===== config.mk =====
export PLATFORM = sky130hd
export DESIGN_NAME = query_pair_split_percent_decode_top
export DESIGN_NICKNAME = d
export VERILOG_FILES = /design/src/sv/qpsd_pkg.sv /design/src/sv/query_pair_split_percent_decode_top.sv /design/src/sv/qpsd_front.sv /design/src/sv/qpsd_cmd_fifo.sv /design/src/sv/qpsd_back.sv
export SDC_FILE = /design/constraint.sdc
export NUM_CORES = 1
export LEC_CHECK = 0
export ABC_CLOCK_PERIOD_IN_PS = 8300
export BUFFER_PORTS_ARGS = -buffer_cell sky130_fd_sc_hd__buf_2
export CAP_MARGIN = 25
export CORE_MARGIN = 2
export CORE_UTILIZATION = 49
export DETAILED_ROUTE_END_ITERATION = 16
export PLACE_DENSITY_LB_ADDON = 0.05
export REMOVE_ABC_BUFFERS = 1
export SETUP_SLACK_MARGIN = 0.2
export SLEW_MARGIN = 20
export SYNTH_ARGS = -nofsm -noshare
export SYNTH_HDL_FRONTEND = slang
export SYNTH_SLANG_ARGS = --single-unit

===== constraint.sdc =====
create_clock -name clk -period 8.3 [get_ports clk]
set_clock_uncertainty 0.1 [all_clocks]
set_input_delay 0.415 -clock clk [delete_from_list [all_inputs] [get_ports clk]]
set_output_delay 0.415 -clock clk [all_outputs]
set_load 0.005 [all_outputs]

===== src/sv/qpsd_pkg.sv =====
`timescale 1ns / 1ps
// ----------------------------------------------------------------------------
// qpsd_pkg
// shared types, constants and byte helpers for the query pair splitter
// ----------------------------------------------------------------------------
package qpsd_pkg;

    // key store sizing
    localparam int KEY_MAX     = 64;
    localparam int KEY_DEPTH   = KEY_MAX - 1;
    localparam int KEY_IDX_W   = $clog2(KEY_DEPTH);
    localparam int KEY_CNT_W   = $clog2(KEY_MAX);
    localparam int KEY_CAP_W   = 7;

    // value cut sizing
    localparam int VALUE_LIMIT = 4096;
    localparam int VALUE_CAP_W = 13;
    localparam int VALUE_CNT_W = 12;

    // command queue between front and back
    localparam int CMD_DEPTH   = 4;
    localparam int CMD_PTR_W   = $clog2(CMD_DEPTH);
    localparam int CMD_CNT_W   = $clog2(CMD_DEPTH + 1);

    // configuration register indexes
    localparam logic REG_KEY_CAP   = 1'b0;
    localparam logic REG_VALUE_CAP = 1'b1;

    // result part codes
    localparam logic [1:0] PART_KEY   = 2'd0;
    localparam logic [1:0] PART_VALUE = 2'd1;
    localparam logic [1:0] PART_END   = 2'd2;

    // characters
    localparam logic [7:0] CH_NUL     = 8'h00;
    localparam logic [7:0] CH_SPACE   = 8'h20;
    localparam logic [7:0] CH_PCT     = 8'h25;
    localparam logic [7:0] CH_AMP     = 8'h26;
    localparam logic [7:0] CH_PLUS    = 8'h2B;
    localparam logic [7:0] CH_EQ      = 8'h3D;
    localparam logic [7:0] CH_UPPER_A = 8'h41;
    localparam logic [7:0] CH_LOWER_A = 8'h61;
    localparam logic [7:0] CH_HIGH    = 8'h80;

    typedef struct packed {
        logic [7:0] query_byte;
        logic       end_of_query;
    } query_t;

    typedef struct packed {
        logic [7:0] out_byte;
        logic [1:0] part;
        logic       separator_found;
        logic       last_of_run;
    } result_t;

    // key store write port, front to back
    typedef struct packed {
        logic                 en;
        logic [KEY_IDX_W-1:0] addr;
        logic [7:0]           data;
    } key_wr_t;

    // one command: key replay length, up to two value bytes, optional end
    typedef struct packed {
        logic [KEY_CNT_W-1:0] key_len;
        logic [1:0][7:0]      vbyte;
        logic [1:0]           vcount;
        logic                 is_end;
        logic                 sep;
    } cmd_t;

    // hex digit value, no validation
    function automatic logic [7:0] digit(input logic [7:0] c);
        logic [7:0] d;
        if (c >= CH_HIGH)
            d = c - 8'd48;
        else if (c >= CH_LOWER_A)
            d = c - 8'd87;
        else if (c >= CH_UPPER_A)
            d = c - 8'd55;
        else
            d = c - 8'd48;
        return d;
    endfunction

    function automatic logic [7:0] hex_pair(input logic [7:0] hi, input logic [7:0] lo);
        logic [7:0] dh;
        dh = digit(hi);
        return {dh[3:0], 4'd0} | digit(lo);
    endfunction

    function automatic logic [7:0] plain(input logic [7:0] c);
        return (c == CH_PLUS) ? CH_SPACE : c;
    endfunction

endpackage


===== src/sv/query_pair_split_percent_decode_top.sv =====
`timescale 1ns / 1ps
// ----------------------------------------------------------------------------
// query_pair_split_percent_decode_top
// splits the first key=value pair off a query string and percent-decodes
// the value, one query byte per transaction in, one result per transaction out
// ----------------------------------------------------------------------------
//
//  channel   handshake                  payload                 direction
//  query     query_valid / query_stall  qpsd_pkg::query_t       into block
//  result    result_valid / result_stall qpsd_pkg::result_t     out of block
//  config    wr_en                      wr_index, wr_data       into block
//
//  the parser takes one query byte per cycle while the command queue has room,
//  key bytes apart while a replay is pending; the sequencer sends one result
//  per cycle while result_stall is low; a '=' with key bytes starts a replay
//  from the key store, and key bytes of the next query wait until it is done
//  rst_n is asynchronous; no clearing pass, the key store is only read where
//  written
//  result_stall holds the output register, the queue absorbs up to four
//  commands before query_stall rises
// ----------------------------------------------------------------------------
module query_pair_split_percent_decode_top (
    input  logic                             clk,
    input  logic                             rst_n,
    // query byte transactions
    input  logic                             query_valid,
    output logic                             query_stall,
    input  qpsd_pkg::query_t                 query_data,
    // result transactions
    output logic                             result_valid,
    input  logic                             result_stall,
    output qpsd_pkg::result_t                result_data,
    // configuration writes, only while idle
    input  logic                             wr_en,
    input  logic                             wr_index,
    input  logic [qpsd_pkg::VALUE_CAP_W-1:0] wr_data
);

    // key store writes from the parser into the sequencer's memory
    qpsd_pkg::key_wr_t key_wr;

    // command queue signals
    logic              cmd_push;
    qpsd_pkg::cmd_t    cmd_data;
    logic              cmd_full;
    logic              cmd_pop;
    qpsd_pkg::cmd_t    cmd_head;
    logic              cmd_empty;

    // sequencer has read the last key byte, store may be refilled
    logic              replay_done;

    // front: parser, capacities, escape state, key buffering
    qpsd_front u_front (
        .clk         (clk),
        .rst_n       (rst_n),
        .query_valid (query_valid),
        .query_stall (query_stall),
        .query_data  (query_data),
        .wr_en       (wr_en),
        .wr_index    (wr_index),
        .wr_data     (wr_data),
        .key_wr      (key_wr),
        .cmd_full    (cmd_full),
        .cmd_push    (cmd_push),
        .cmd_data    (cmd_data),
        .replay_done (replay_done)
    );

    // queue decouples parser stalls from result stalls
    qpsd_cmd_fifo u_cmd_fifo (
        .clk      (clk),
        .rst_n    (rst_n),
        .push     (cmd_push),
        .push_cmd (cmd_data),
        .full     (cmd_full),
        .pop      (cmd_pop),
        .head     (cmd_head),
        .empty    (cmd_empty)
    );

    // back: expands each command into key, value and end results
    qpsd_back u_back (
        .clk          (clk),
        .rst_n        (rst_n),
        .key_wr       (key_wr),
        .cmd_empty    (cmd_empty),
        .cmd_head     (cmd_head),
        .cmd_pop      (cmd_pop),
        .replay_done  (replay_done),
        .result_valid (result_valid),
        .result_stall (result_stall),
        .result_data  (result_data)
    );

endmodule


===== src/sv/qpsd_front.sv =====
`timescale 1ns / 1ps
// ----------------------------------------------------------------------------
// qpsd_front
// byte parser: key buffering, value decode, command generation
// ----------------------------------------------------------------------------
module qpsd_front (
    input  logic                            clk,
    input  logic                            rst_n,
    input  logic                            query_valid,
    output logic                            query_stall,
    input  qpsd_pkg::query_t                query_data,
    input  logic                            wr_en,
    input  logic                            wr_index,
    input  logic [qpsd_pkg::VALUE_CAP_W-1:0] wr_data,
    output qpsd_pkg::key_wr_t               key_wr,
    input  logic                            cmd_full,
    output logic                            cmd_push,
    output qpsd_pkg::cmd_t                  cmd_data,
    input  logic                            replay_done
);

    typedef enum logic [3:0] {
        PH_KEY        = 4'b0001,
        PH_VALUE      = 4'b0010,
        PH_DONE_SEP   = 4'b0100,
        PH_DONE_NOSEP = 4'b1000
    } phase_t;

    typedef enum logic [2:0] {
        ESC_NONE = 3'b001,
        ESC_PCT  = 3'b010,
        ESC_HEX  = 3'b100
    } esc_t;

    logic [qpsd_pkg::KEY_CAP_W-1:0]   key_cap_reg;
    logic [qpsd_pkg::VALUE_CAP_W-1:0] value_cap_reg;
    phase_t                           phase_reg, phase_next;
    esc_t                             esc_reg, esc_next;
    logic [7:0]                       first_reg, first_next;
    logic [qpsd_pkg::KEY_CNT_W-1:0]   kcount_reg, kcount_next;
    logic [qpsd_pkg::VALUE_CNT_W-1:0] vcount_reg, vcount_next;
    logic                             busy_reg, busy_next;

    logic [qpsd_pkg::KEY_CAP_W-1:0]   kcap_eff;
    logic [qpsd_pkg::VALUE_CAP_W-1:0] vcap_eff;
    logic [qpsd_pkg::KEY_CNT_W-1:0]   klim;
    logic [qpsd_pkg::VALUE_CNT_W-1:0] vlim;
    logic                             accept;

    // clip and decrement the capacities
    always_comb
    begin
        kcap_eff = (key_cap_reg > qpsd_pkg::KEY_CAP_W'(qpsd_pkg::KEY_MAX)) ?
                   qpsd_pkg::KEY_CAP_W'(qpsd_pkg::KEY_MAX) : key_cap_reg;
        vcap_eff = (value_cap_reg > qpsd_pkg::VALUE_CAP_W'(qpsd_pkg::VALUE_LIMIT)) ?
                   qpsd_pkg::VALUE_CAP_W'(qpsd_pkg::VALUE_LIMIT) : value_cap_reg;
        klim = (kcap_eff == '0) ? '0 :
               qpsd_pkg::KEY_CNT_W'(kcap_eff - qpsd_pkg::KEY_CAP_W'(1));
        vlim = (vcap_eff == '0) ? '0 :
               qpsd_pkg::VALUE_CNT_W'(vcap_eff - qpsd_pkg::VALUE_CAP_W'(1));
    end

    // key bytes of the next query wait until the pending replay has read the store
    assign query_stall = cmd_full || (phase_reg == PH_KEY && busy_reg);
    assign accept      = query_valid && !query_stall;

    always_comb
    begin
        logic [7:0]      c;
        logic [1:0][7:0] vb;
        logic [1:0]      vn;
        logic            do_flush;

        c           = query_data.query_byte;
        vb          = '0;
        vn          = 2'd0;
        do_flush    = 1'b0;
        phase_next  = phase_reg;
        esc_next    = esc_reg;
        first_next  = first_reg;
        kcount_next = kcount_reg;
        vcount_next = vcount_reg;
        busy_next   = busy_reg;
        key_wr      = '0;
        cmd_data    = '0;
        cmd_push    = 1'b0;

        if (replay_done)
            busy_next = 1'b0;

        if (accept)
        begin
            unique case (phase_reg) inside
                PH_KEY:
                begin
                    if (c == qpsd_pkg::CH_NUL)
                        phase_next = PH_DONE_NOSEP;
                    else if (c == qpsd_pkg::CH_EQ)
                    begin
                        cmd_data.key_len = kcount_reg;
                        phase_next       = PH_VALUE;
                    end
                    else if (kcount_reg < klim)
                    begin
                        key_wr.en   = 1'b1;
                        key_wr.addr = qpsd_pkg::KEY_IDX_W'(kcount_reg);
                        key_wr.data = c;
                        kcount_next = kcount_reg + qpsd_pkg::KEY_CNT_W'(1);
                    end
                end
                PH_VALUE:
                begin
                    if (c == qpsd_pkg::CH_NUL || c == qpsd_pkg::CH_AMP)
                    begin
                        do_flush   = 1'b1;
                        phase_next = PH_DONE_SEP;
                    end
                    else if (vcount_reg < vlim)
                    begin
                        vcount_next = vcount_reg + qpsd_pkg::VALUE_CNT_W'(1);
                        unique case (esc_reg)
                            ESC_NONE:
                            begin
                                if (c == qpsd_pkg::CH_PCT)
                                    esc_next = ESC_PCT;
                                else
                                begin
                                    vb[vn[0]] = qpsd_pkg::plain(c);
                                    vn        = vn + 2'd1;
                                end
                            end
                            ESC_PCT:
                            begin
                                first_next = c;
                                esc_next   = ESC_HEX;
                            end
                            ESC_HEX:
                            begin
                                vb[vn[0]]  = qpsd_pkg::hex_pair(first_reg, c);
                                vn         = vn + 2'd1;
                                esc_next   = ESC_NONE;
                                first_next = 8'd0;
                            end
                        endcase
                        // cut just filled: a pending escape goes out literally now
                        if (vcount_next >= vlim)
                            do_flush = 1'b1;
                    end
                end
                PH_DONE_SEP, PH_DONE_NOSEP:
                begin
                end
            endcase

            if (query_data.end_of_query && phase_next == PH_VALUE)
                do_flush = 1'b1;

            if (do_flush)
            begin
                unique case (esc_next)
                    ESC_NONE:
                    begin
                    end
                    ESC_PCT:
                    begin
                        vb[vn[0]] = qpsd_pkg::CH_PCT;
                        vn        = vn + 2'd1;
                    end
                    ESC_HEX:
                    begin
                        vb[vn[0]] = qpsd_pkg::CH_PCT;
                        vn        = vn + 2'd1;
                        vb[vn[0]] = qpsd_pkg::plain(first_next);
                        vn        = vn + 2'd1;
                    end
                endcase
                esc_next   = ESC_NONE;
                first_next = 8'd0;
            end

            if (query_data.end_of_query)
            begin
                cmd_data.is_end = 1'b1;
                cmd_data.sep    = (phase_next == PH_VALUE || phase_next == PH_DONE_SEP);
                phase_next      = PH_KEY;
                esc_next        = ESC_NONE;
                first_next      = 8'd0;
                kcount_next     = '0;
                vcount_next     = '0;
            end

            cmd_data.vbyte  = vb;
            cmd_data.vcount = vn;
            cmd_push = (cmd_data.key_len != '0) || (vn != 2'd0) || query_data.end_of_query;
            if (cmd_data.key_len != '0)
                busy_next = 1'b1;
        end
    end

    always_ff @(posedge clk or negedge rst_n)
    begin
        if (!rst_n)
        begin
            key_cap_reg   <= qpsd_pkg::KEY_CAP_W'(64);
            value_cap_reg <= qpsd_pkg::VALUE_CAP_W'(256);
        end
        else if (wr_en)
        begin
            unique case (wr_index)
                qpsd_pkg::REG_KEY_CAP:   key_cap_reg   <= wr_data[qpsd_pkg::KEY_CAP_W-1:0];
                qpsd_pkg::REG_VALUE_CAP: value_cap_reg <= wr_data;
            endcase
        end
    end

    always_ff @(posedge clk or negedge rst_n)
    begin
        if (!rst_n)
        begin
            phase_reg  <= PH_KEY;
            esc_reg    <= ESC_NONE;
            first_reg  <= 8'd0;
            kcount_reg <= '0;
            vcount_reg <= '0;
            busy_reg   <= 1'b0;
        end
        else
        begin
            phase_reg  <= phase_next;
            esc_reg    <= esc_next;
            first_reg  <= first_next;
            kcount_reg <= kcount_next;
            vcount_reg <= vcount_next;
            busy_reg   <= busy_next;
        end
    end

endmodule


===== src/sv/qpsd_cmd_fifo.sv =====
`timescale 1ns / 1ps
// ----------------------------------------------------------------------------
// qpsd_cmd_fifo
// short command queue between the parser and the result sequencer
// ----------------------------------------------------------------------------
module qpsd_cmd_fifo (
    input  logic           clk,
    input  logic           rst_n,
    input  logic           push,
    input  qpsd_pkg::cmd_t push_cmd,
    output logic           full,
    input  logic           pop,
    output qpsd_pkg::cmd_t head,
    output logic           empty
);

    qpsd_pkg::cmd_t                  slot_reg [qpsd_pkg::CMD_DEPTH];
    logic [qpsd_pkg::CMD_PTR_W-1:0]  wptr_reg, rptr_reg;
    logic [qpsd_pkg::CMD_CNT_W-1:0]  count_reg;
    logic                            do_push, do_pop;

    assign full    = (count_reg == qpsd_pkg::CMD_CNT_W'(qpsd_pkg::CMD_DEPTH));
    assign empty   = (count_reg == '0);
    assign do_push = push && !full;
    assign do_pop  = pop && !empty;
    assign head    = slot_reg[rptr_reg];

    always_ff @(posedge clk)
    begin
        if (do_push)
            slot_reg[wptr_reg] <= push_cmd;
    end

    always_ff @(posedge clk or negedge rst_n)
    begin
        if (!rst_n)
        begin
            wptr_reg  <= '0;
            rptr_reg  <= '0;
            count_reg <= '0;
        end
        else
        begin
            if (do_push)
                wptr_reg <= wptr_reg + qpsd_pkg::CMD_PTR_W'(1);
            if (do_pop)
                rptr_reg <= rptr_reg + qpsd_pkg::CMD_PTR_W'(1);
            if (do_push && !do_pop)
                count_reg <= count_reg + qpsd_pkg::CMD_CNT_W'(1);
            else if (do_pop && !do_push)
                count_reg <= count_reg - qpsd_pkg::CMD_CNT_W'(1);
        end
    end

endmodule


===== src/sv/qpsd_back.sv =====
`timescale 1ns / 1ps
// ----------------------------------------------------------------------------
// qpsd_back
// result sequencer: key store, key replay, value bytes, end result
// ----------------------------------------------------------------------------
module qpsd_back (
    input  logic              clk,
    input  logic              rst_n,
    input  qpsd_pkg::key_wr_t key_wr,
    input  logic              cmd_empty,
    input  qpsd_pkg::cmd_t    cmd_head,
    output logic              cmd_pop,
    output logic              replay_done,
    output logic              result_valid,
    input  logic              result_stall,
    output qpsd_pkg::result_t result_data
);

    typedef enum logic [3:0] {
        BK_IDLE = 4'b0001,
        BK_KEY  = 4'b0010,
        BK_VAL  = 4'b0100,
        BK_END  = 4'b1000
    } bk_state_t;

    function automatic bk_state_t first_state(input qpsd_pkg::cmd_t cmd);
        bk_state_t s;
        if (cmd.key_len != '0)
            s = BK_KEY;
        else if (cmd.vcount != 2'd0)
            s = BK_VAL;
        else
            s = BK_END;
        return s;
    endfunction

    logic [7:0]                     key_mem [qpsd_pkg::KEY_DEPTH];
    logic [7:0]                     rd_data_reg;

    bk_state_t                      state_reg, state_next;
    qpsd_pkg::cmd_t                 cmd_reg, cmd_next;
    logic [qpsd_pkg::KEY_IDX_W-1:0] kidx_reg, kidx_next;
    logic                           vidx_reg, vidx_next;
    logic                           out_valid_reg;
    qpsd_pkg::result_t              out_reg, res;
    logic                           adv;

    // key store, read data follows the next replay index
    always_ff @(posedge clk)
    begin
        if (key_wr.en)
            key_mem[key_wr.addr] <= key_wr.data;
        rd_data_reg <= key_mem[kidx_next];
    end

    assign adv = (state_reg != BK_IDLE) && (!out_valid_reg || !result_stall);

    always_comb
    begin
        bk_state_t follow;
        logic      finish;
        logic      load;

        follow      = state_reg;
        finish      = 1'b0;
        load        = 1'b0;
        res         = '0;
        state_next  = state_reg;
        cmd_next    = cmd_reg;
        kidx_next   = kidx_reg;
        vidx_next   = vidx_reg;
        cmd_pop     = 1'b0;
        replay_done = 1'b0;

        unique case (state_reg)
            BK_IDLE:
            begin
                if (!cmd_empty)
                    load = 1'b1;
            end
            BK_KEY:
            begin
                res.out_byte = rd_data_reg;
                res.part     = qpsd_pkg::PART_KEY;
                if (kidx_reg == qpsd_pkg::KEY_IDX_W'(cmd_reg.key_len - qpsd_pkg::KEY_CNT_W'(1)))
                begin
                    replay_done = adv;
                    if (cmd_reg.vcount != 2'd0)
                        follow = BK_VAL;
                    else if (cmd_reg.is_end)
                        follow = BK_END;
                    else
                        finish = 1'b1;
                end
                else if (adv)
                    kidx_next = kidx_reg + qpsd_pkg::KEY_IDX_W'(1);
            end
            BK_VAL:
            begin
                res.out_byte = cmd_reg.vbyte[vidx_reg];
                res.part     = qpsd_pkg::PART_VALUE;
                if ({1'b0, vidx_reg} == cmd_reg.vcount - 2'd1)
                begin
                    if (cmd_reg.is_end)
                        follow = BK_END;
                    else
                        finish = 1'b1;
                end
                else if (adv)
                    vidx_next = 1'b1;
            end
            BK_END:
            begin
                res.out_byte        = 8'd0;
                res.part            = qpsd_pkg::PART_END;
                res.separator_found = cmd_reg.sep;
                finish              = 1'b1;
            end
        endcase

        res.last_of_run = finish;

        if (adv)
        begin
            if (finish)
            begin
                if (!cmd_empty)
                    load = 1'b1;
                else
                    state_next = BK_IDLE;
            end
            else
                state_next = follow;
        end

        if (load)
        begin
            cmd_pop    = 1'b1;
            cmd_next   = cmd_head;
            state_next = first_state(cmd_head);
            kidx_next  = '0;
            vidx_next  = 1'b0;
        end
    end

    always_ff @(posedge clk)
    begin
        cmd_reg <= cmd_next;
        if (adv)
            out_reg <= res;
    end

    always_ff @(posedge clk or negedge rst_n)
    begin
        if (!rst_n)
        begin
            state_reg     <= BK_IDLE;
            kidx_reg      <= '0;
            vidx_reg      <= 1'b0;
            out_valid_reg <= 1'b0;
        end
        else
        begin
            state_reg <= state_next;
            kidx_reg  <= kidx_next;
            vidx_reg  <= vidx_next;
            if (adv)
                out_valid_reg <= 1'b1;
            else if (!result_stall)
                out_valid_reg <= 1'b0;
        end
    end

    assign result_valid = out_valid_reg;
    assign result_data  = out_reg;

endmodule

## Yosys cells after proc, flatten, opt, wreduce, memory -nomap -nowiden

Memories as Yosys holds them, arrays and structs flattened. A register that Yosys moved wholly into a read port is not among the register bits.
Cells that the tools add are included.
Widths: inputs -> output; s select.

- Equal/unequal tests: 30
- Bitwise operators: 5
- $add $sub $neg: 19
- Multiplexer cells: 138
- Magnitude comparators: 16
- Reduce and logical (&&, ||, !) cells: 46

Operators by type and width:

| operator | count |
|---|---|
| $mux 8 | 25 |
| $mux 4 | 23 |
| $mux 6 | 14 |
| $mux 15 | 5 |
| $mux 12 | 5 |
| $eq 8x6->1 const B | 5 |
| $mux 1 | 33 |
| $ge 8x7->1 const B | 4 |
| $pmux 16 s2 | 1 |
| $pmux 8 s2 | 2 |
| $pmux 10 s3 | 1 |
| $mux 3 | 9 |
| $mux 26 | 1 |
| $reduce_bool 2->1 | 10 |
| $bwmux 16 | 1 |
| $demux 8 s1 | 2 |
| $ge 8x8->1 const B | 2 |
| $mux 16 | 1 |
| $pmux 4 s2 | 2 |
| $sub 8x6->8 const B | 2 |
| $mux 2 | 7 |
| $gt 13x13->1 const B | 1 |
| $logic_not 13->1 | 1 |
| $mux 13 | 1 |
| other kinds (51) | 96 |

- Flip-flop bits (word level): 111
- Bits in writable memories: 608
- Output and inout bits: 14
- Memories: 2

Memories:

| memory | words | bits a word | read ports | clocked after Yosys merged registers in | write ports | RTL line | RTL |
|---|---|---|---|---|---|---|---|
| u_back.key_mem | 63 | 8 | 1 | 1 | 1 | qpsd_back.sv:37 | `logic [7:0] key_mem [qpsd_pkg::KEY_DEPTH];` |
| u_cmd_fifo.slot_reg | 4 | 26 | 1 | 0 | 1 | qpsd_cmd_fifo.sv:17 | `qpsd_pkg::cmd_t slot_reg [qpsd_pkg::CMD_DEPTH];` |

## Depth between registers and ports, before layout

Gate-level depths: netlist (run 1).

- Depth in word-level cells: 23
- Gate-level depth with buffers: 27

## Cells and area by module

From an unflattened synthesis (run 1), not the netlist that was laid out.

- Cells, all modules: 2445
- Area total of the unflattened synthesis: 32611.3 um2

By module, submodules not included:

| module | seq. area each (um2) | area each (um2) | times used | cells each |
|---|---|---|---|---|
| qpsd_back | 16737.3 | 23525.1 | 1 | 1710 |
| qpsd_front | 1356.3 | 4855.9 | 1 | 563 |
| qpsd_cmd_fifo | 3298.2 | 4230.3 | 1 | 172 |

## Worst setup path after synthesis (run 1)

No wires, ideal clock.

- Path kind: register to register
- Start: reg u_front.value_cap_reg[4] (netlist bit)
- End: mem u_cmd_fifo.slot_reg[0][0] (netlist bit), enable pin
- Arrival: 5.513 ns
- Required time: 7.788 ns
- Cell stages (with the launch flop): 21
- Path slack: 2.275 ns
- Cells stage by stage: dfrtp_1 -> or3_1 -> nor3_1 -> and3_1 -> nand2_1 -> o21ai_0 -> nand2_1 -> xnor2_1 -> nand2_1 -> ha_1 -> o21a_1 -> o21a_1 -> o21a_1 -> o21ai_0 -> a211oi_1 -> or2_2 -> clkbuf_1 -> nand4_1 -> a41oi_1 -> nor2_1 -> nor2b_1

- Cells in the longest elaborated chain, start to end: 21
- Elaborated cells on any way between the ends: 35
- Classes of those cells: add/sub: 3; order compare: 3; eq/ne: 2; mux: 22; reduce/logical: 5

RTL lines:

| element | RTL line | RTL |
|---|---|---|
| from (decl) | qpsd_front.sv:36 | `logic [qpsd_pkg::VALUE_CAP_W-1:0] value_cap_reg;` |
| from (signal assigned) | qpsd_front.sv:205 | `value_cap_reg <= qpsd_pkg::VALUE_CAP_W'(256);` |
| from (signal assigned) | qpsd_front.sv:211 | `qpsd_pkg::REG_VALUE_CAP: value_cap_reg <= wr_data;` |
| $gt 13x13->1 | qpsd_front.sv:55 | `vcap_eff = (value_cap_reg > qpsd_pkg::VALUE_CAP_W'(qpsd_pkg::VALUE_LIMIT)) ?` |
| $mux 13 (*) | qpsd_front.sv:55 |  |
| $sub 12x1->12 or $logic_not 13->1 (tied branches) | qpsd_front.sv:60, qpsd_front.sv:59 |  |
| $mux 12 (*) | qpsd_front.sv:59 | `vlim = (vcap_eff == '0) ? '0 :` |
| $lt 12x12->1 | qpsd_front.sv:118 | `else if (vcount_reg < vlim)` |
| $mux 2 | qpsd_front.sv:118 |  |
| $mux 2 | qpsd_front.sv:113 | `if (c == qpsd_pkg::CH_NUL \|\| c == qpsd_pkg::CH_AMP)` |
| $mux 2 | qpsd_front.sv:93 | `unique case (phase_reg) inside` |
| [... 4 more ...] | n/a |  |
| $mux 2 (*) | qpsd_front.sv:158 | `if (do_flush)` |
| $mux 2 (*) | qpsd_front.sv:91 | `if (accept)` |
| $reduce_bool 2->1 (*) | qpsd_front.sv:194 | `cmd_push = (cmd_data.key_len != '0) \|\| (vn != 2'd0) \|\| query_data.end_of_query;` |
| $logic_or 1x1->1 (*) (2 in a row) | qpsd_front.sv:194 |  |
| $mux 1 (*) | qpsd_front.sv:91 |  |
| $logic_and 1x1->1 (*) | qpsd_cmd_fifo.sv:24 | `assign do_push = push && !full;` |
| $mux 1 (*) | qpsd_cmd_fifo.sv:30 | `if (do_push)` |
| $mux 1 (implied by the code) (*) | qpsd_cmd_fifo.sv:31 | `slot_reg[wptr_reg] <= push_cmd;` |
| to (decl) | qpsd_cmd_fifo.sv:17 |  |

Mark *: on every way between the ends. The rest lies on a longest branch, timed or not. The select of a mux whose other input is x is not followed.

## Final worst setup path (run 1)

- Start: reg u_front.value_cap_reg[4] (netlist bit)
- End: reg u_cmd_fifo.count_reg[2] (netlist bit)

- Cells in the longest elaborated chain, start to end: 22
- Elaborated cells on any way between the ends: 38
- Classes of those cells: add/sub: 3; order compare: 3; eq/ne: 2; mux: 21; reduce/logical: 9

RTL lines:

| element | RTL line | RTL |
|---|---|---|
| $gt 13x13->1 | qpsd_front.sv:55 |  |
| $mux 13 (*) | qpsd_front.sv:55 |  |
| $sub 12x1->12 or $logic_not 13->1 (tied branches) | qpsd_front.sv:60, qpsd_front.sv:59 |  |
| $mux 12 (*) | qpsd_front.sv:59 |  |
| $lt 12x12->1 | qpsd_front.sv:118 |  |
| $mux 2 | qpsd_front.sv:118 |  |
| $mux 2 | qpsd_front.sv:113 |  |
| $mux 2 | qpsd_front.sv:93 |  |
| [... 6 more ...] | n/a |  |
| $reduce_bool 2->1 (*) | qpsd_front.sv:194 |  |
| $logic_or 1x1->1 (*) (2 in a row) | qpsd_front.sv:194 |  |
| $mux 1 (*) | qpsd_front.sv:91 |  |
| $logic_and 1x1->1 (*) | qpsd_cmd_fifo.sv:24 |  |
| net u_cmd_fifo.do_push | qpsd_cmd_fifo.sv:20 | `logic do_push, do_pop;` |
| $logic_not 1->1 | qpsd_cmd_fifo.sv:50 | `else if (do_pop && !do_push)` |
| $logic_and 1x1->1 | qpsd_cmd_fifo.sv:50 |  |
| $reduce_bool 2->1 (no source line) | n/a |  |
| to (signal assigned) | qpsd_cmd_fifo.sv:49 | `count_reg <= count_reg + qpsd_pkg::CMD_CNT_W'(1);` |
| to (signal assigned) | qpsd_cmd_fifo.sv:51 | `count_reg <= count_reg - qpsd_pkg::CMD_CNT_W'(1);` |
| to (decl) | qpsd_cmd_fifo.sv:19 | `logic [qpsd_pkg::CMD_CNT_W-1:0] count_reg;` |

Mark *: on every way through the listed nets, which the timed path passes. The rest lies on a longest branch. The select of a mux whose other input is x is not followed.
A chain may end at the register's enable or synchronous reset.

==> results.json, run 1 <==
{
  "multi_input_area_um2": 9400,
  "cts_root_buffer": "clkbuf_16",
  "vias": 19900,
  "netlist.area_leader.share": 0.615,
  "clkSinkCount": 727,
  "synthSimpleGateAreaFrac": 0.0926,
  "hold_class": "in -> async",
  "synth_async_sr_flop_share": 0.100,
  "crit_fanout": 7,
  "synth_xor_area_frac": 0.0119,
  "synth_cell_type_count": 107,
  "regArea_um2": 21400,
  "drt_pass1_iterations": 5,
  "muxShareOfSynthArea": 0.0576,
  "synth_area_leaders": "edfxtp_1 (61%), dfrtp_1 (5.4%), nand2_1 (3.0%), mux2i_1 (2.8%), ha_1 (2.1%)",
  "initial_core_util": 0.493,
  "nNetsFinal": 2401,
  "yosysTopAreaCell": "edfxtp_1",
  "synth_edf_count": 646,
  "drc_errors": 0,
  "synth-seq-cells": 727,
  "synth_ff_type": "edfxtp_1",
  "rows": 93,
  "drtAntennaViolNets": 0,
  "endpoint_kind": "register",
  "yosys.area_share.adder": 0.0217,
  "worstPathRequired_ns": 8.73,
  "drt-total-wl_um": 84500,
  "cts_buffers": 77,
  "syn_inst": 2269,
  "drtIter0Drc": 1942,
  "boundaryPins": 42,
  "synth_top_family_by_area": "compound AO/OA/AOI/OAI gates",
  "antenna_found_initial": 1,
  "viasPerCell": 6.14,
  "postCtsSetupRepairBufs": 0,
  "portBuffers": 41,
  "grt_usage": 0.257,
  "fin_crit_ns": 6.70,
  "critPathArrivalTime_ns": 7.13,
  "largest_register_ffs": 504,
  "cts.htree.levels": 3,
  "dp_hpwl_um": 51800,
  "crit_type": "reg -> reg",
  "worst_pin_slew_ns": 1.09,
  "cts_tree": "built",
  "ys_warn_count": 0,
  "core-area_um2": 64000,
  "grt_max_degree": 104,
  "hold_viol": 0,
  "setup_violations": 0,
  "netlist_area_um2": 31500,
  "grt_first_pass_wirelength_um": 128000,
  "worst_skew_pair.late_latency_ns": 0.63,
  "ys_seq_area_frac": 0.678,
  "synth_compound_area_frac": 0.113,
  "antenna_cells": 0,
  "fmax_mhz": 149,
  "status": "finished, final reports clean",
  "grt_overflow": 0,
  "powerDensity_nw_per_um2": 302,
  "max_slew_margin": 0.274,
  "timing.final.crit_share": 0.807,
  "p_leak_nw": 12.0,
  "drv_slew": 0,
  "ir_drop_uv": 195,
  "startpoint_type": "register",
  "setup_tns_ns": 0,
  "nFillCells": 5323,
  "cap_violations": 0,
  "area_delta_synth_final_pct": 11.9,
  "dieArea_um2": 66400,
  "rsz0062_at_grt": "false",
  "final_area_um2": 35300,
  "wl_per_cell_um": 26.1,
  "first_global_vias": 19800,
  "clk_pin_slew_ns": 0.06,
  "fp.dieH_um": 258,
  "place.gp.congestion": 0.870,
  "syn_area_per_cell_um2": 13.9,
  "die_x_um": 258,
  "clock_path_buffers": 3,
  "drive_above_1_share": 0.129,
  "dpl_cell_area_um2": 32500
}
## final cells by class
cell class                      count  share of cell area
Inverter                           46             0.00532
Clock buffer                       92              0.0582
Sequential cell                   727               0.606
Multi-Input combinational cell   1374               0.266
Timing Repair Buffer               93              0.0186
Clock inverter                     47              0.0154
Tap cell                          855              0.0303
## logic make-up (layout without fill, tap and decap cells)
group                    count (synthesis)  count (layout)
AO/OA/AOI/OAI                          513             513
XOR/XNOR                                42              42
adder cells (fa/ha/maj)                 54              54
buffers and inverters                  168             278
flip-flops                             727             727
multiplexers                           145             145
AND/OR/NAND/NOR                        620             620
## metal layers
layer	global-route usage	vias up	share of wire
met1	0.351	10000	0.42
met5	0	-	0
met4	0.0697	0	0.026
met2	0.426	778	0.49
met3	0.0443	137	0.069
li1	-	8910	-
## Yosys cell counts (24+ instances only)
library cell  number
nand2_1          251
mux2_2            28
inv_1             36
mux2i_1           88
mux4_2            26
o21ai_0           92
dfrtp_1           68
nand3_1           58
nor2_1           145
o221ai_1          63
clkbuf_1          44
nor3_1            35
xnor2_1           24
a21oi_1           69
ha_1              53
a31oi_1           53
o22ai_1           35
edfxtp_1         646
buf_2             56
## power by group
part / leakage (nW) / switching [mW] / internal (mW) / total, mW
sequential: 6.94 / 0.168 / 4.35 / 4.52
clock: 1.27 / 1.43 / 2.11 / 3.54
combinational: 3.80 / 1.79 / 0.820 / 2.61
total: 12.0 / 3.38 / 7.28 / 10.7
## worst paths after layout
| kind | slack (ns) | depth (start not counted) | to | from |
|---|---|---|---|---|
| min | 0.07 | 2 | u_back.state_reg[2] | rst_n |
| min reg2reg | 0.41 | 1 | u_cmd_fifo.count_reg[2] | u_cmd_fifo.count_reg[2] |
| max reg2reg | 1.60 | 26 | u_cmd_fifo.count_reg[2] | u_front.value_cap_reg[4] |
| max | 1.60 | 26 | u_cmd_fifo.count_reg[2] | u_front.value_cap_reg[4] |
| max in group asynchronous | 6.88 | 3 | u_front.value_cap_reg[5] | rst_n |
| min in group clk | 0.07 | 3 | u_back.result_valid | result_stall |
## worst max-delay path, stage by stage, from the launching register on
cell and delay [ns]:
dfrtp_1 0.43, or3_1 0.45, nor3_1 0.25, and3_1 0.25
nand2_1 0.10, o21ai_0 0.41, nand2_1 0.14, xnor2_1 0.17
nand2_1 0.09, ha_1 0.31, o21a_1 0.11, o21a_1 0.16
o21a_1 0.16, o21ai_0 0.14, a211oi_1 0.13, clkbuf_2 0.19
o31ai_1 0.58, o2111ai_1 0.23, a41oi_1 0.62, nor2_1 0.35
inv_1 0.12, ha_1 0.18, inv_1 0.07, fa_1 0.43
xor2_1 0.17, nor2_1 0.11, xor2_1 0.15
## repair_timing
item | 4_1_cts | 5_1_grt
hold buffers | 15 | 0
gates resized for setup | 0 | 0
hold endpoints to repair | 29 | 0
## cells in the final DEF (no fill, tap or decap), types with 19 or more instances in the layout
cell	n
xnor2_1	24
o21ai_0	92
nand2_1	251
nor3_1	34
mux2i_1	88
a22o_1	19
inv_1	36
o221ai_1	63
a21oi_1	69
clkbuf_16	79
edfxtp_1	646
buf_4	34
dfrtp_1	67
nor2b_1	19
nand3_1	58
o22ai_1	35
a31oi_1	53
o21ai_1	22
mux4_2	26
buf_2	41
nor2_1	145
mux2_2	28
ha_1	53
## per-stage QoR
stage	worst slack [ns]	instances	hold slack, ns	power (mW)	util
4_1_cts	1.49	3231	0.0409	10.7	0.551
2_1_floorplan	2.45	2147	0.0194	6.10	-
6_report	1.60	3234	0.0675	10.7	0.552
5_1_grt	0.879	3234	0.0515	11.1	0.552
3_3_place_gp	1.76	3077	0.143	7.15	0.508
3_5_place_dp	1.55	3077	0.145	7.19	0.508
Power figures use the tool's default switching activity.
==> run 2, diff against run 1 <==
--- a/config.mk
+++ b/config.mk
@@ -5,7 +5,7 @@
 export SDC_FILE = /design/constraint.sdc
 export NUM_CORES = 1
 export LEC_CHECK = 0
-export ABC_CLOCK_PERIOD_IN_PS = 8300
+export ABC_CLOCK_PERIOD_IN_PS = 6500
 export BUFFER_PORTS_ARGS = -buffer_cell sky130_fd_sc_hd__buf_2
 export CAP_MARGIN = 25
 export CORE_MARGIN = 2
==> constraint.sdc (replaced) <==
create_clock -name clk -period 6.5 [get_ports clk]
set_clock_uncertainty 0.1 [all_clocks]
set_input_delay 0.325 -clock clk [delete_from_list [all_inputs] [get_ports clk]]
set_output_delay 0.325 -clock clk [all_outputs]
set_load 0.005 [all_outputs]
==> run 2 against run 1 <==
Effect of this change: cell area grew 1.7%; first-iteration DRC count shrank 4.8%; critical path depth grew 1; global-route usage grew 0.32 points; critical endpoint unchanged.
==> results.json, run 2 (synthesis results as in run 1) <==
{
  "whs_endpoint": "u_front.first_reg[6]",
  "drc_errors": 0,
  "endpoint_kind": "register",
  "drtIter0Drc": 1848,
  "antenna_cells": 0,
  "ir_drop_uv": 275,
  "vias": 20000,
  "die_x_um": 258,
  "core-area_um2": 64000,
  "crit_type": "reg -> reg",
  "place.gp.congestion": 0.899,
  "multi_input_area_um2": 9430,
  "fin_ws_ns": 0.682,
  "timing.final.crit_share": 0.895,
  "cts_tree": "built",
  "boundaryPins": 42,
  "drtAntennaViolNets": 0,
  "rows": 93,
  "final_core_util": 0.561,
  "dp.cells": 3128,
  "drive_above_1_share": 0.150,
  "layout_commonest_cell": "edfxtp_1",
  "portBuffers": 41,
  "dieArea_um2": 66400,
  "clock_path_buffers": 3,
  "nNetsFinal": 2460,
  "p_leak_nw": 12.3,
  "drt_pass1_iterations": 6,
  "rsz0062_at_grt": "false",
  "clkSinkCount": 727,
  "total_power_mw": 13.8,
  "drv_slew": 0,
  "fmax_mhz": 172,
  "pre_cts_ws_ns": 0.278,
  "cap_violations": 0,
  "setup_tns_ns": 0,
  "grt_overflow": 0,
  "viasPerCell": 6.08,
  "area_delta_synth_final_pct": 13.8,
  "first_global_vias": 20000,
  "cts_buffers": 79,
  "regArea_um2": 21400,
  "startpoint_type": "register",
  "critPathArrivalTime_ns": 6.26,
  "worst_pin_slew_ns": 1.02,
  "hold_class": "in -> reg",
  "cts.htree.levels": 3,
  "hp-start": "query_data[7]",
  "drt-total-wl_um": 85900,
  "wl_per_cell_um": 26.1,
  "largest_register_ffs": 504,
  "worstPathRequired_ns": 6.94,
  "initial_core_util": 0.493,
  "layoutNonFillerInstCount": 3295,
  "setup_violations": 0,
  "clk_pin_slew_ns": 0.06,
  "hold_viol": 0,
  "fin_crit_ns": 5.82,
  "cts_root_buffer": "clkbuf_16",
  "nFillCells": 5254,
  "reg2reg_slack_ns": 0.68,
  "whs_path_depth": 2,
  "final_cell_mix": "edfxtp_1 (646), nand2_1 (251), nor2_1 (144)",
  "grt_first_pass_wirelength_um": 129000,
  "worst_skew_pair.late_latency_ns": 0.63,
  "grt_max_degree": 64,
  "powerDensity_nw_per_um2": 385,
  "max_slew_margin": 0.317,
  "grt_usage": 0.260,
  "reg2reg_from": "u_front.value_cap_reg[12]",
  "dp_hpwl_um": 55200,
  "antenna_found_initial": 0,
  "rr_worst_depth": 27,
  "r2r_end": "u_cmd_fifo.count_reg[2]",
  "status": "finished, final reports clean",
  "crit_fanout": 12,
  "fp.dieH_um": 258
}
## run 2: cell type report
type,instances,share of cell area
Clock inverter,50,0.0162
Multi-Input combinational cell,1374,0.263
Inverter,46,0.00523
Clock buffer,93,0.0585
Tap cell,855,0.0298
Timing Repair Buffer,150,0.0318
Sequential cell,727,0.596
## run 2: critical path: stages (launching register included)
cell and delay, ns:
dfrtp_1 0.55, inv_1 0.15, nand2_1 0.12, ha_1 0.19, o21ai_1 0.18, nor2_1 0.29, nand3_1 0.29, nand2b_1 0.20
ha_1 0.24, nor2b_1 0.13, o21a_1 0.16, o21a_1 0.17, o21a_1 0.16, o21ai_0 0.28, a211oi_4 0.18, nor2_2 0.30
o21ai_0 0.27, a41oi_1 0.22, buf_4 0.19, nor2_1 0.05, buf_4 0.16, inv_1 0.06, ha_1 0.17, inv_1 0.07
fa_1 0.43, xor2_1 0.17, nor2_1 0.12, xor2_1 0.16
## run 2: how the worst max path moves through the flow
stage / from / end / slack (ns) / cells past startpoint
final: u_front.value_cap_reg[12] / u_cmd_fifo.count_reg[2] / 0.68 / 27
after global placement: u_front.value_cap_reg[4] / u_cmd_fifo.count_reg[2] / 0.37 / 27
after CTS: u_front.value_cap_reg[4] / u_cmd_fifo.count_reg[2] / 0.23 / 27
after floorplan: u_front.value_cap_reg[4] / u_cmd_fifo.slot_reg[0][0] / 0.65 / 19
after global routing: u_front.value_cap_reg[4] / u_cmd_fifo.count_reg[2] / 0.21 / 27
after detailed placement: u_front.value_cap_reg[4] / u_cmd_fifo.count_reg[2] / 0.28 / 27
## run 2: power by group
group	internal (mW)	switching, mW
clock	2.76	1.85
sequential	5.55	0.182
combinational	1.12	2.37
total	9.43	4.40
## run 2: metrics by stage
stage | cell area (um2) | hold slack, ns
after floorplan | 30900 | -0.0706
after global placement | 32900 | 0.106
after detailed placement | 32900 | 0.106
after CTS | 35800 | 0.00102
after global routing | 35900 | 0.0313
final | 35900 | 0.0473
## run 2: routing by layer
layer / part of all wire / global-route usage / vias up
met1: 0.42 / 0.357 / 10100
li1: - / - / 9021
met3: 0.061 / 0.0373 / 146
met5: 0 / 0 / -
met2: 0.49 / 0.428 / 708
met4: 0.035 / 0.0899 / 0
## run 2: what timing repair did
action                                 CTS  global route
hold buffers                            22             0
endpoints found under the hold margin   40             0
setup endpoints to repair                0           107
setup buffers                            0             0
resized for setup                        0             7
==> run 3, diff against run 2 <==
--- a/config.mk
+++ b/config.mk
@@ -7,11 +7,13 @@
 export LEC_CHECK = 0
 export ABC_CLOCK_PERIOD_IN_PS = 6500
 export BUFFER_PORTS_ARGS = -buffer_cell sky130_fd_sc_hd__buf_2
-export CAP_MARGIN = 25
+export CAP_MARGIN = 20
 export CORE_MARGIN = 2
 export CORE_UTILIZATION = 49
 export DETAILED_ROUTE_END_ITERATION = 16
+export HOLD_SLACK_MARGIN = 0.1
 export PLACE_DENSITY_LB_ADDON = 0.05
+export RECOVER_POWER = 25
 export REMOVE_ABC_BUFFERS = 1
 export SETUP_SLACK_MARGIN = 0.2
 export SLEW_MARGIN = 20
==> run 3 against run 2 <==
Effect of this change: the run now ends with max-capacitance violations, max-slew violations left; count of clock-buffer cells in the layout unchanged; sequential share of layout area increased by 0.092 points; critical path depth decreased by 11; cell area decreased by 0.16%; global-route usage about the same; hold slack improved by 0.16 ns; combinational power decreased by 2%; utilization decreased by 0.090 points; maximum frequency decreased by 0.69%; via count about the same; die area unchanged; total power decreased by 0.25%; critical path type unchanged; critical endpoint is now u_back.key_mem[53][7]; highest routed layer unchanged.
==> results.json, run 3 (synthesis results as in run 1) <==
{
  "final_cell_mix": "edfxtp_1 (646), nand2_1 (251), nor2_1 (144)",
  "worst_pin_slew_ns": 3.43,
  "grt_max_degree": 64,
  "dpl_cell_area_um2": 32900,
  "max_slew_margin": -1.29,
  "r2r_end": "u_back.key_mem[53][7]",
  "drtAntennaViolNets": 0,
  "rows": 93,
  "drt-total-wl_um": 85900,
  "nNetsFinal": 2465,
  "drive_above_1_share": 0.136,
  "fp.dieH_um": 258,
  "timing.final.crit_share": 0.901,
  "reg2reg_from": "u_front.key_cap_reg[6]",
  "clk_pin_slew_ns": 0.06,
  "final_core_util": 0.560,
  "sequentialPowerShare": 0.418,
  "layout_commonest_cell": "edfxtp_1",
  "setup_tns_ns": 0,
  "crit_chain": "inv_1, nand2_1, ha_1, nor2b_1, nand3_1, nand2b_1, ha_1, a21boi_0, o21ai_0, a21boi_0, or2_1, a21o_1, a2111oi_0, buf_4, and2_0, buf_4",
  "crit_fanout": 32,
  "dieArea_um2": 66400,
  "grt_first_pass_wirelength_um": 129000,
  "netSwitchingFraction": 0.318,
  "power.switching_mw": 4.38,
  "violations": "max-capacitance violations, max-slew violations",
  "final_area_um2": 35800,
  "whs_endpoint": "u_front.key_cap_reg[1]",
  "status": "complete, but fails checks",
  "boundaryPins": 42,
  "dp_hpwl_um": 55200,
  "drt_pass1_iterations": 7,
  "die_x_um": 258,
  "antenna_found_initial": 0,
  "drtIter0Drc": 1769,
  "core-area_um2": 64000,
  "combPwrFrac": 0.248,
  "area_delta_synth_final_pct": 13.6,
  "viasPerCell": 6.07,
  "hold_viol": 0,
  "clkSinkCount": 727,
  "max_stage_delay_ns": 1.75,
  "cts.htree.levels": 3,
  "reg2reg_slack_ns": 0.64,
  "portBuffers": 41,
  "crit_type": "reg -> reg",
  "worst_skew_pair.late_latency_ns": 0.63,
  "vias": 20000,
  "critPathArrivalTime_ns": 6.19,
  "startpoint_type": "register",
  "setup_violations": 0,
  "worstPathRequired_ns": 6.84,
  "p_leak_nw": 12.3,
  "wl_per_cell_um": 26.0,
  "rr_worst_depth": 16,
  "hold_class": "in -> reg",
  "cts_tree": "built",
  "initial_core_util": 0.493,
  "whs_path_depth": 3,
  "postCtsSetupRepairBufs": 0,
  "drc_errors": 0,
  "cts_root_buffer": "clkbuf_16",
  "hp-start": "wr_en",
  "place.gp.congestion": 0.899,
  "endpoint_kind": "register",
  "cts_buffers": 79,
  "grt_usage": 0.260,
  "first_global_vias": 20000,
  "fin_crit_ns": 5.86,
  "powerDensity_nw_per_um2": 385,
  "ir_drop_uv": 271,
  "critPathSlowestCell": "and2_0",
  "clockPowerShare": 0.334,
  "rsz0062_at_grt": "false",
  "fmax_mhz": 171,
  "largest_register_ffs": 504,
  "p_int_mw": 9.41,
  "grt_overflow": 0,
  "clock_path_buffers": 3,
  "cap_violations": 5,
  "drv_slew": 186
}
==> run 3: cell count changes in the layout (fill, tap and decap cells not counted), moves of 3 or more <==
| cell | delta |
|---|---|
| dlygate4sd3_1 | +7 |
| clkbuf_1 | +16 |
| dfstp_1 | +3 |
| and2_1 | -7 |
| buf_4 | -8 |
| buf_2 | -9 |
| and2_0 | +11 |
| inv_2 | -3 |
| dfstp_2 | -3 |
| inv_1 | +3 |
| and2_2 | -4 |
==> run 3: worst max-delay path, delay by kind of cell, from the launching register on <==
kind                     cells  cell delay, ns
AO/OA/AOI/OAI                5            0.97
adder cells (fa/ha/maj)      2            0.45
AND/OR/NAND/NOR              6            2.50
flip-flops                   1            0.59
buffers and inverters        3            1.02
==> run 3: stage by stage <==
stage                     hold WS [ns]  setup slack (ns)  power [mW]  instances
after detailed placement         0.106             0.278        9.28       3128
after floorplan                -0.0706             0.651        7.79       2147
after CTS                        0.114             0.235        13.9       3300
after global placement           0.106             0.367        9.25       3128
final                            0.210             0.641        13.8       3301
after global routing             0.216             0.124        14.3       3300
==> run 3: how the worst max path moves through the flow <==
stage,to,slack (ns),startpoint,cells past startpoint
after floorplan,u_cmd_fifo.slot_reg[0][0],0.65,u_front.value_cap_reg[4],19
after global placement,u_cmd_fifo.count_reg[2],0.37,u_front.value_cap_reg[4],27
after detailed placement,u_cmd_fifo.count_reg[2],0.28,u_front.value_cap_reg[4],27
after CTS,u_cmd_fifo.count_reg[2],0.23,u_front.value_cap_reg[4],27
after global routing,u_back.key_mem[53][7],0.12,u_front.key_cap_reg[6],16
final,u_back.key_mem[53][7],0.64,u_front.key_cap_reg[6],16
==> run 3: area by class of cell <==
| class | instances | area, um2 |
|---|---|---|
| fillers | 5267 | 28100 |
| flip-flops and latches | 727 | 21400 |
| multi-input cells | 1374 | 9370 |
| clock buffers | 93 | 2100 |
| repair buffers | 155 | 1150 |
| well taps | 855 | 1070 |
| clock inverters | 50 | 583 |
| inverters | 46 | 188 |
| diodes | 1 | 2.50 |
==> run 3: metal layers <==
metal	vias up	part of all wire	global-route usage	wire (um)
li1	9022	-	-	-
met4	0	0.035	0.0899	3010
met3	152	0.060	0.0364	5120
met2	711	0.48	0.428	41500
met5	-	0	0	0
met1	10100	0.42	0.357	36300
==> run 3: power by group through the flow <==
stage	clock (mW)	sequential, mW	combinational [mW]
3_5_place_dp	0	5.87	3.42
5_1_grt	4.85	5.81	3.67
4_1_cts	4.68	5.77	3.45
3_3_place_gp	0	5.86	3.39
2_1_floorplan	0	5.85	1.94
6_report	4.60	5.77	3.42
==> run 3: repair_timing <==
item / in CTS / in global routing
endpoints found under the setup margin: 0 / 107
gates resized for setup: 0 / 7
hold endpoints to repair: 103 / 0
hold buffers: 29 / 0
